==> src/sv/clt_pkg.sv <==
// ----------------------------------------------------------------------------
// clt_pkg
// Types, constants and helpers shared by the command list tokenizer.
// ----------------------------------------------------------------------------
`default_nettype none

package clt_pkg;

    localparam int MAX_LIST_WORDS = 16;
    localparam int MAX_WORD_LEN   = 8;
    localparam int MAX_PAREN      = 4;
    localparam int HEX_MAX_DIGITS = 16;

    localparam int LIST_IDX_W = $clog2(MAX_LIST_WORDS + 1);
    localparam int DEPTH_W    = $clog2(MAX_PAREN + 2);
    localparam int CNT_W      = 5;
    localparam int CHAR_W     = 8;
    localparam int VALUE_W    = 64;
    localparam int INDEX_W    = 4;
    localparam int COUNT_W    = 5;
    localparam int ECODE_W    = 3;
    localparam int KIND_W     = 2;
    localparam int OUT_BITS   = 1 + KIND_W + VALUE_W + INDEX_W + 1 + COUNT_W + 1 + ECODE_W;
    localparam int OUT_DATA_W = ((OUT_BITS + 7) / 8) * 8;

    localparam logic [CHAR_W-1:0] CH_SPACE   = 8'h20;
    localparam logic [CHAR_W-1:0] CH_NEWLINE = 8'h0a;
    localparam logic [CHAR_W-1:0] CH_OPEN    = 8'h28;
    localparam logic [CHAR_W-1:0] CH_CLOSE   = 8'h29;
    localparam logic [CHAR_W-1:0] CH_HASH    = 8'h23;

    localparam logic [KIND_W-1:0] KIND_NAME = 2'd0;
    localparam logic [KIND_W-1:0] KIND_DEC  = 2'd1;
    localparam logic [KIND_W-1:0] KIND_HEX  = 2'd2;

    localparam logic [ECODE_W-1:0] ERR_LENGTH = 3'd0;
    localparam logic [ECODE_W-1:0] ERR_DEPTH  = 3'd1;
    localparam logic [ECODE_W-1:0] ERR_CALL   = 3'd2;
    localparam logic [ECODE_W-1:0] ERR_NUMBER = 3'd3;
    localparam logic [ECODE_W-1:0] ERR_HEX    = 3'd4;

    typedef enum logic [1:0] {
        MODE_LIST = 2'd0,
        MODE_NAME = 2'd1,
        MODE_DEC  = 2'd2,
        MODE_HEX  = 2'd3
    } parse_mode_t;

    typedef struct packed {
        parse_mode_t             mode;
        logic [VALUE_W-1:0]      acc;
        logic [CNT_W-1:0]        char_count;
        logic [DEPTH_W-1:0]      depth;
        logic [LIST_IDX_W-1:0]   list_index;
    } parser_state_t;

    typedef struct packed {
        logic                    emit;
        logic                    token_valid;
        logic [KIND_W-1:0]       token_kind;
        logic [VALUE_W-1:0]      token_value;
        logic [INDEX_W-1:0]      token_index;
        logic                    list_done;
        logic [COUNT_W-1:0]      list_count;
        logic                    error_valid;
        logic [ECODE_W-1:0]      error_code;
    } result_t;

    function automatic logic [INDEX_W-1:0] idx_to_index(input logic [LIST_IDX_W-1:0] idx);
        logic [LIST_IDX_W+INDEX_W-1:0] wide;
        wide = {{INDEX_W{1'b0}}, idx};
        return wide[INDEX_W-1:0];
    endfunction

    function automatic logic [COUNT_W-1:0] idx_to_count(input logic [LIST_IDX_W-1:0] idx);
        logic [LIST_IDX_W+COUNT_W-1:0] wide;
        wide = {{COUNT_W{1'b0}}, idx};
        return wide[COUNT_W-1:0];
    endfunction

endpackage

`default_nettype wire

==> src/sv/clt_step.sv <==
// ----------------------------------------------------------------------------
// clt_step
// Per-character parser step: next parser state and the result it causes.
// ----------------------------------------------------------------------------
`default_nettype none

module clt_step (
    input  wire logic [clt_pkg::CHAR_W-1:0] char_in,
    input  wire clt_pkg::parser_state_t     cur,
    output clt_pkg::parser_state_t          nxt,
    output clt_pkg::result_t                res
);

    logic                             digit;
    logic                             letter;
    logic                             hex_lower;
    logic                             is_end;
    logic                             list_end;
    logic                             list_full;
    logic                             idx_zero;
    logic [clt_pkg::DEPTH_W-1:0]      depth_inc;
    logic                             too_deep;
    logic [clt_pkg::CNT_W-1:0]        cnt_inc;
    logic                             name_full;
    logic                             hex_over;
    logic [3:0]                       hex_val;
    logic [clt_pkg::VALUE_W-1:0]      dec_next;
    logic [clt_pkg::VALUE_W-1:0]      name_next;
    logic [clt_pkg::LIST_IDX_W-1:0]   idx_inc;

    assign digit     = (char_in >= 8'h30) && (char_in <= 8'h39);
    assign hex_lower = (char_in >= 8'h61) && (char_in <= 8'h66);
    assign letter    = ((char_in >= 8'h61) && (char_in <= 8'h7a))
                    || ((char_in >= 8'h41) && (char_in <= 8'h5a));
    assign list_end  = (char_in == clt_pkg::CH_CLOSE)
                    || ((char_in == clt_pkg::CH_NEWLINE) && (cur.depth == '0));
    assign is_end    = (char_in == clt_pkg::CH_SPACE) || (char_in == clt_pkg::CH_CLOSE)
                    || (char_in == clt_pkg::CH_NEWLINE);
    assign list_full = cur.list_index >= clt_pkg::LIST_IDX_W'(clt_pkg::MAX_LIST_WORDS);
    assign idx_zero  = (cur.list_index == '0);
    assign depth_inc = cur.depth + clt_pkg::DEPTH_W'(1);
    assign too_deep  = depth_inc > clt_pkg::DEPTH_W'(clt_pkg::MAX_PAREN);
    assign cnt_inc   = cur.char_count + clt_pkg::CNT_W'(1);
    assign name_full = cur.char_count >= clt_pkg::CNT_W'(clt_pkg::MAX_WORD_LEN);
    assign hex_over  = cnt_inc > clt_pkg::CNT_W'(clt_pkg::HEX_MAX_DIGITS);
    assign hex_val   = digit ? char_in[3:0] : 4'(char_in[3:0] + 4'd9);
    assign dec_next  = (cur.acc << 3) + (cur.acc << 1)
                     + {{(clt_pkg::VALUE_W-4){1'b0}}, char_in[3:0]};
    assign idx_inc   = cur.list_index + clt_pkg::LIST_IDX_W'(1);

    // byte lanes of a name, first byte lowest
    always_comb begin
        name_next = cur.acc;
        for (int i = 0; i < 8; i++) begin
            if (cur.char_count[2:0] == 3'(i)) begin
                name_next[i*8 +: 8] = cur.acc[i*8 +: 8] | char_in;
            end
        end
    end

    // next parser state
    always_comb begin
        nxt = cur;
        unique case (cur.mode)
            clt_pkg::MODE_LIST: begin
                priority if (char_in == clt_pkg::CH_SPACE) begin
                    nxt = cur;
                end else if (list_end || list_full) begin
                    nxt = '0;
                end else if (letter || (digit && idx_zero)) begin
                    nxt.mode       = clt_pkg::MODE_NAME;
                    nxt.acc        = {{(clt_pkg::VALUE_W-8){1'b0}}, char_in};
                    nxt.char_count = clt_pkg::CNT_W'(1);
                end else if (digit) begin
                    nxt.mode = clt_pkg::MODE_DEC;
                    nxt.acc  = {{(clt_pkg::VALUE_W-4){1'b0}}, char_in[3:0]};
                end else if (char_in == clt_pkg::CH_OPEN) begin
                    if (too_deep) begin
                        nxt = '0;
                    end else begin
                        nxt.list_index = '0;
                        nxt.depth      = depth_inc;
                    end
                end else if (idx_zero) begin
                    nxt = '0;
                end else if (char_in == clt_pkg::CH_HASH) begin
                    nxt.mode       = clt_pkg::MODE_HEX;
                    nxt.acc        = '0;
                    nxt.char_count = '0;
                end else begin
                    nxt = cur;
                end
            end
            clt_pkg::MODE_DEC: begin
                priority if (digit) begin
                    nxt.acc = dec_next;
                end else if (is_end && !list_end) begin
                    nxt.mode       = clt_pkg::MODE_LIST;
                    nxt.list_index = idx_inc;
                end else begin
                    nxt = '0;
                end
            end
            clt_pkg::MODE_NAME: begin
                priority if (is_end && !list_end) begin
                    nxt.mode       = clt_pkg::MODE_LIST;
                    nxt.list_index = idx_inc;
                end else if (is_end || name_full) begin
                    nxt = '0;
                end else begin
                    nxt.acc        = name_next;
                    nxt.char_count = cnt_inc;
                end
            end
            clt_pkg::MODE_HEX: begin
                priority if (digit || hex_lower) begin
                    if (hex_over) begin
                        nxt = '0;
                    end else begin
                        nxt.acc        = {cur.acc[clt_pkg::VALUE_W-5:0], hex_val};
                        nxt.char_count = cnt_inc;
                    end
                end else if (is_end && !list_end) begin
                    nxt.mode       = clt_pkg::MODE_LIST;
                    nxt.list_index = idx_inc;
                end else begin
                    nxt = '0;
                end
            end
            default: nxt = '0;
        endcase
    end

    // result of this character
    always_comb begin
        res = '0;
        unique case (cur.mode)
            clt_pkg::MODE_LIST: begin
                priority if (char_in == clt_pkg::CH_SPACE) begin
                    res = '0;
                end else if (list_end) begin
                    res.emit       = 1'b1;
                    res.list_done  = 1'b1;
                    res.list_count = clt_pkg::idx_to_count(cur.list_index);
                end else if (list_full) begin
                    res.emit        = 1'b1;
                    res.error_valid = 1'b1;
                    res.error_code  = clt_pkg::ERR_LENGTH;
                end else if (letter || digit) begin
                    res = '0;
                end else if (char_in == clt_pkg::CH_OPEN) begin
                    if (too_deep) begin
                        res.emit        = 1'b1;
                        res.error_valid = 1'b1;
                        res.error_code  = clt_pkg::ERR_DEPTH;
                    end
                end else if (idx_zero) begin
                    res.emit        = 1'b1;
                    res.error_valid = 1'b1;
                    res.error_code  = clt_pkg::ERR_CALL;
                end else begin
                    res = '0;
                end
            end
            clt_pkg::MODE_DEC: begin
                priority if (digit) begin
                    res = '0;
                end else if (is_end) begin
                    res.emit        = 1'b1;
                    res.token_valid = 1'b1;
                    res.token_kind  = clt_pkg::KIND_DEC;
                end else begin
                    res.emit        = 1'b1;
                    res.error_valid = 1'b1;
                    res.error_code  = clt_pkg::ERR_NUMBER;
                end
            end
            clt_pkg::MODE_NAME: begin
                priority if (is_end) begin
                    res.emit        = 1'b1;
                    res.token_valid = 1'b1;
                    res.token_kind  = clt_pkg::KIND_NAME;
                end else if (name_full) begin
                    res.emit        = 1'b1;
                    res.error_valid = 1'b1;
                    res.error_code  = clt_pkg::ERR_LENGTH;
                end else begin
                    res = '0;
                end
            end
            clt_pkg::MODE_HEX: begin
                priority if (digit || hex_lower) begin
                    if (hex_over) begin
                        res.emit        = 1'b1;
                        res.error_valid = 1'b1;
                        res.error_code  = clt_pkg::ERR_LENGTH;
                    end
                end else if (is_end) begin
                    res.emit        = 1'b1;
                    res.token_valid = 1'b1;
                    res.token_kind  = clt_pkg::KIND_HEX;
                end else begin
                    res.emit        = 1'b1;
                    res.error_valid = 1'b1;
                    res.error_code  = clt_pkg::ERR_HEX;
                end
            end
            default: res = '0;
        endcase
        if (res.token_valid) begin
            res.token_value = cur.acc;
            res.token_index = clt_pkg::idx_to_index(cur.list_index);
            res.list_done   = list_end;
            res.list_count  = list_end ? clt_pkg::idx_to_count(idx_inc) : '0;
        end
    end

endmodule

`default_nettype wire

==> src/sv/command_list_tokenizer.sv <==
// ----------------------------------------------------------------------------
// command_list_tokenizer
// Splits a parenthesised command line, one character per item, into tokens.
// ----------------------------------------------------------------------------
// One character is taken per item and the block accepts one item every clock
// cycle when the result side keeps up. A character is captured in an input
// register, parsed by a single stage of shallow logic against the parser
// state (mode, accumulator, character count, paren depth, list index), and
// any result is written to the output register when the parsed character
// advances, which waits while a held result is not taken. The loop that
// sets the rate is the parser state update; a decimal digit costs one 64-bit
// sum of two shifted copies of the accumulator and the digit.
// Each result item carries a finished token, a list end with its count, or
// an error code; an error or a list end returns the parser to reset state.
// ----------------------------------------------------------------------------
`default_nettype none

module command_list_tokenizer (
    input  wire logic                               aclk,
    input  wire logic                               aresetn,
    input  wire logic                               s_tvalid,
    output      logic                               s_tready,
    input  wire logic [clt_pkg::CHAR_W-1:0]         s_tdata,    // char_in
    output      logic                               m_tvalid,
    input  wire logic                               m_tready,
    // token_valid, token_kind, token_value, token_index, list_done,
    // list_count, error_valid, error_code, zero fill
    output      logic [clt_pkg::OUT_DATA_W-1:0]     m_tdata
);

    logic                          ch_valid_reg;
    logic                          ch_valid_next;
    logic [clt_pkg::CHAR_W-1:0]    ch_reg;
    clt_pkg::parser_state_t        state_reg;
    clt_pkg::parser_state_t        state_next;
    clt_pkg::parser_state_t        step_state;
    clt_pkg::result_t              step_res;
    clt_pkg::result_t              out_reg;
    logic                          out_valid_reg;
    logic                          out_valid_next;
    logic                          advance;
    logic                          s_accept;

    assign advance  = ch_valid_reg && (!out_valid_reg || m_tready);
    assign s_tready = !ch_valid_reg || advance;
    assign s_accept = s_tvalid && s_tready;

    clt_step u_step (
        .char_in (ch_reg),
        .cur     (state_reg),
        .nxt     (step_state),
        .res     (step_res)
    );

    always_comb begin
        ch_valid_next  = s_accept ? 1'b1 : (advance ? 1'b0 : ch_valid_reg);
        state_next     = advance ? step_state : state_reg;
        out_valid_next = (advance && step_res.emit) ? 1'b1
                       : (m_tready ? 1'b0 : out_valid_reg);
    end

    always_ff @(posedge aclk) begin
        if (!aresetn) begin
            ch_valid_reg  <= 1'b0;
            out_valid_reg <= 1'b0;
            state_reg     <= '0;
        end else begin
            ch_valid_reg  <= ch_valid_next;
            out_valid_reg <= out_valid_next;
            state_reg     <= state_next;
        end
    end

    always_ff @(posedge aclk) begin
        if (s_accept) begin
            ch_reg <= s_tdata;
        end
        if (advance && step_res.emit) begin
            out_reg <= step_res;
        end
    end

    assign m_tvalid = out_valid_reg;
    assign m_tdata  = {{(clt_pkg::OUT_DATA_W-clt_pkg::OUT_BITS){1'b0}},
                       out_reg.error_code, out_reg.error_valid,
                       out_reg.list_count, out_reg.list_done,
                       out_reg.token_index, out_reg.token_value,
                       out_reg.token_kind, out_reg.token_valid};

endmodule

`default_nettype wire

==> config.mk <==
export PLATFORM = sky130hd
export DESIGN_NAME = command_list_tokenizer
export DESIGN_NICKNAME = d
export VERILOG_FILES = /design/src/sv/clt_pkg.sv /design/src/sv/clt_step.sv /design/src/sv/command_list_tokenizer.sv
export SDC_FILE = /design/constraint.sdc
export NUM_CORES = 1
export LEC_CHECK = 0
export BUFFER_PORTS_ARGS = -buffer_cell sky130_fd_sc_hd__clkbuf_2
export CAP_MARGIN = 40
export CORE_UTILIZATION = 40
export CTS_BUF_LIST = sky130_fd_sc_hd__clkbuf_4 sky130_fd_sc_hd__clkbuf_8
export CTS_CLUSTER_SIZE = 16
export DETAILED_ROUTE_END_ITERATION = 8
export SLEW_MARGIN = 20
export SYNTH_ARGS = -nofsm -noshare
export SYNTH_HDL_FRONTEND = slang
export SYNTH_HIERARCHICAL = 1
export SYNTH_SLANG_ARGS = --single-unit
export TNS_END_PERCENT = 100
==> constraint.sdc <==
create_clock -name aclk -period 7.1 [get_ports aclk]
set_input_delay 1.42 -clock aclk [delete_from_list [all_inputs] [get_ports aclk]]
set_output_delay 1.42 -clock aclk [all_outputs]
set_load 0.1 [all_outputs]
==> qor.csv <==
metric,value,unit
outcome,"complete, no violations",
synthesized cell area,14800,um^2
Layout Skew,28.5,ps
most frequent cell after synthesis,nand2_1,
Pre-Repair DR Iteration Count,6,
Worst Setup End Kind,flop,
"Arr. time, crit path",4850,ps
Routed WL,50.7,mm
post_cts resized,0,
root buffer cell,clkbuf_8,
CP Max Fanout,67,
Synth top area share,18.1,%
total of max-cap violations,0,
DR vias/cell,6.31,
#FFs+latches synth,170,
max-slew violations,0,
synth top area cells,"edfxtp_1 (18%), ha_1 (12%), dfxtp_1 (11%)",
hold_buf cts,0,
maximum vdd drop,0.114,mV
Area Overhead vs Synth,7.84,%
number of cells on the critical path,15,
# clock sinks,170,
Post-Synth Simple-Gate Area,20.5,%
DRT iter0 DRCs,1395,
fmax,224,MHz
global route overflow,0,
Die Height,194,um
Final TNS setup,0,ps
asr flop ratio synth,0,%
xor/xnor cell area share of the yosys netlist,3.26,%
final worst slack,2640,ps
via count,14300,
minimum clock period,4460,ps
Synthesis Warnings,6,
final hold violation count,0,
crit share post-route,62.9,%
n_diodes,0,
clock latency on the worst-skew pair,510,ps
Clock Path Buffers,2,
largest family of logic cells by synthesized area,compound AO/OA/AOI/OAI gates,
"Largest delay share family, worst path",simple AND/OR/NAND/NOR gates,
Post-synth EDFFs,89,
sequential area share after synthesis,29.1,%
Worst-Margin Slew,959,ps
CP bufs+invs,2,
Power Density,136,nW/um^2
pre-CTS setup slack,2790,ps
"Top FF cell, synth",edfxtp_1,
first-pass GRT wire length,79.1,mm
total power draw,2.17,mW
mux contribution to synthesized area,5.77,%
Synth Area in Compound Gates,24.1,%
CP required,7490,ps
critical path launch point type,flop,
vias in the first global route,13600,
drt drc,0,
Core Rows,69,
# fillers,3561,
dominant cell type by area after synthesis,edfxtp_1,
initial antenna violation count,0,
share of layout cells above drive strength 1,10.8,%
Overall Global Routing Usage,26.7,%
synth unique cells,98,
CP cell instances,inv_1 -> ha_1 -> nor4bb_1 -> nand2_1 -> o21ai_4 -> buf_4 -> nor3_1 -> o21a_1 -> and2_1 -> a221oi_1 -> o21ai_0 -> a21oi_1 -> nor3_1 -> nand2_1 -> mux2i_1,
Largest register FFs,81,
Ports,102,
length in cells of the worst reg-to-reg path,15,
H-tree levels,4,
adder-cell share of the synthesized area,12.1,%
crit path kind,flop to flop,
Starting Density,41.1,%
global placer's final weighted congestion,0.930,
post-DP HPWL,35.7,mm
slew margin rel.,36.0,%
most frequent cells after synthesis,"nand2_1 (281), a21oi_1 (145), ha_1 (139)",
WHS Path Cells,2,
"antenna viol nets, final",0,
Core ar.,35900,um^2
nets@finish,1953,
DIE AREA,37700,um^2
# Post-CTS Setup Buffers,0,
die width,194,um
RSZ-0062 raised after global routing,no,
clock transition at the registers of the reported paths,100,ps
final setup vio count,0,
Worst Hold Class,flop to flop,
crit-path max cell delay,660,ps
Avg WL per Cell,22.3,um
"Slowest-stage cell, CP",edfxtp_1,
syn_area_per_cell,8.26,um^2
largest net degree at the start of global routing,68,
cells after synthesis,1786,
TritonCTS clock tree,done,
Pleak,6.49,nW
Port-buffer cells,94,
CTS Buf Count,17,
==> worst min-delay path: stages (launching register included) <==
cell,delay [ps]
dfxtp_1,340
nand2_1,60
mux2i_1,50
==> worst paths after layout <==
path | slack (ps) | from | to
setup / recovery | 2640 | ch_reg[0] | state_reg[35]
hold / removal | 490 | state_reg[5] | state_reg[5]
setup reg to reg | 2640 | ch_reg[0] | state_reg[35]
hold reg to reg | 490 | state_reg[5] | state_reg[5]
==> stage by stage <==
step | std cells | hold WS (ps) | instance area, um^2 | util (%)
6_report | 2274 | 493 | 15900 | 44.3
5_1_grt | 2274 | 525 | 15900 | 44.3
4_1_cts | 2273 | 495 | 15900 | 44.3
3_5_place_dp | 2241 | 471 | 15500 | 43.2
3_3_place_gp | 2237 | 464 | 15400 | 43.0
2_1_floorplan | 1792 | 434 | 14800 | -
==> where the power goes <==
part | total (mW) | leakage (nW) | switching [mW] | internal [mW]
sequential | 1.08 | 1.50 | 0.0246 | 1.06
combinational | 0.357 | 4.80 | 0.290 | 0.0674
clock | 0.732 | 0.190 | 0.405 | 0.328
total | 2.17 | 6.49 | 0.719 | 1.45
==> area by class of cell <==
| cell class | count | area, um^2 | area share (%) |
|---|---|---|---|
| multi-input cells | 1452 | 9770 | 61.4 |
| flip-flops and latches | 170 | 4290 | 27.0 |
| repair buffers | 116 | 711 | 4.47 |
| well taps | 461 | 577 | 3.63 |
| clock buffers | 19 | 255 | 1.60 |
| inverters | 43 | 166 | 1.05 |
| clock inverters | 13 | 143 | 0.896 |
==> layout by cell type, fill, tap and decap left out, types with 29 or more instances in the layout <==
cell type	count
nand2_1	281
a21oi_1	145
ha_1	139
nor2_1	108
o21ai_0	101
clkbuf_2	94
edfxtp_1	89
mux2i_1	84
dfxtp_1	81
and3_1	80
inv_1	40
a31oi_1	37
nand3_1	34
a21o_1	30
xnor2_1	29
==> kinds of logic after synthesis <==
logic type                 after synthesis
AOI/OAI and AO/OA                      528
buffers and inverters                  170
and+or+nand+nor                        636
adders and majority gates              141
other                                    1
muxes                                   85
DFF                                    170
xor gates and xnor gates                55
==> routing by layer <==
metal  global-route usage (%)  routed length, um  vias to the layer above
met5                        0                  0                        -
met4                     9.52               1410                        0
met3                     4.61               4270                      105
met2                     41.7              22500                      680
met1                     36.7              22500                     6923
li1                         -                  -                     6639
Note: power is estimated with default switching activity, not from simulation.
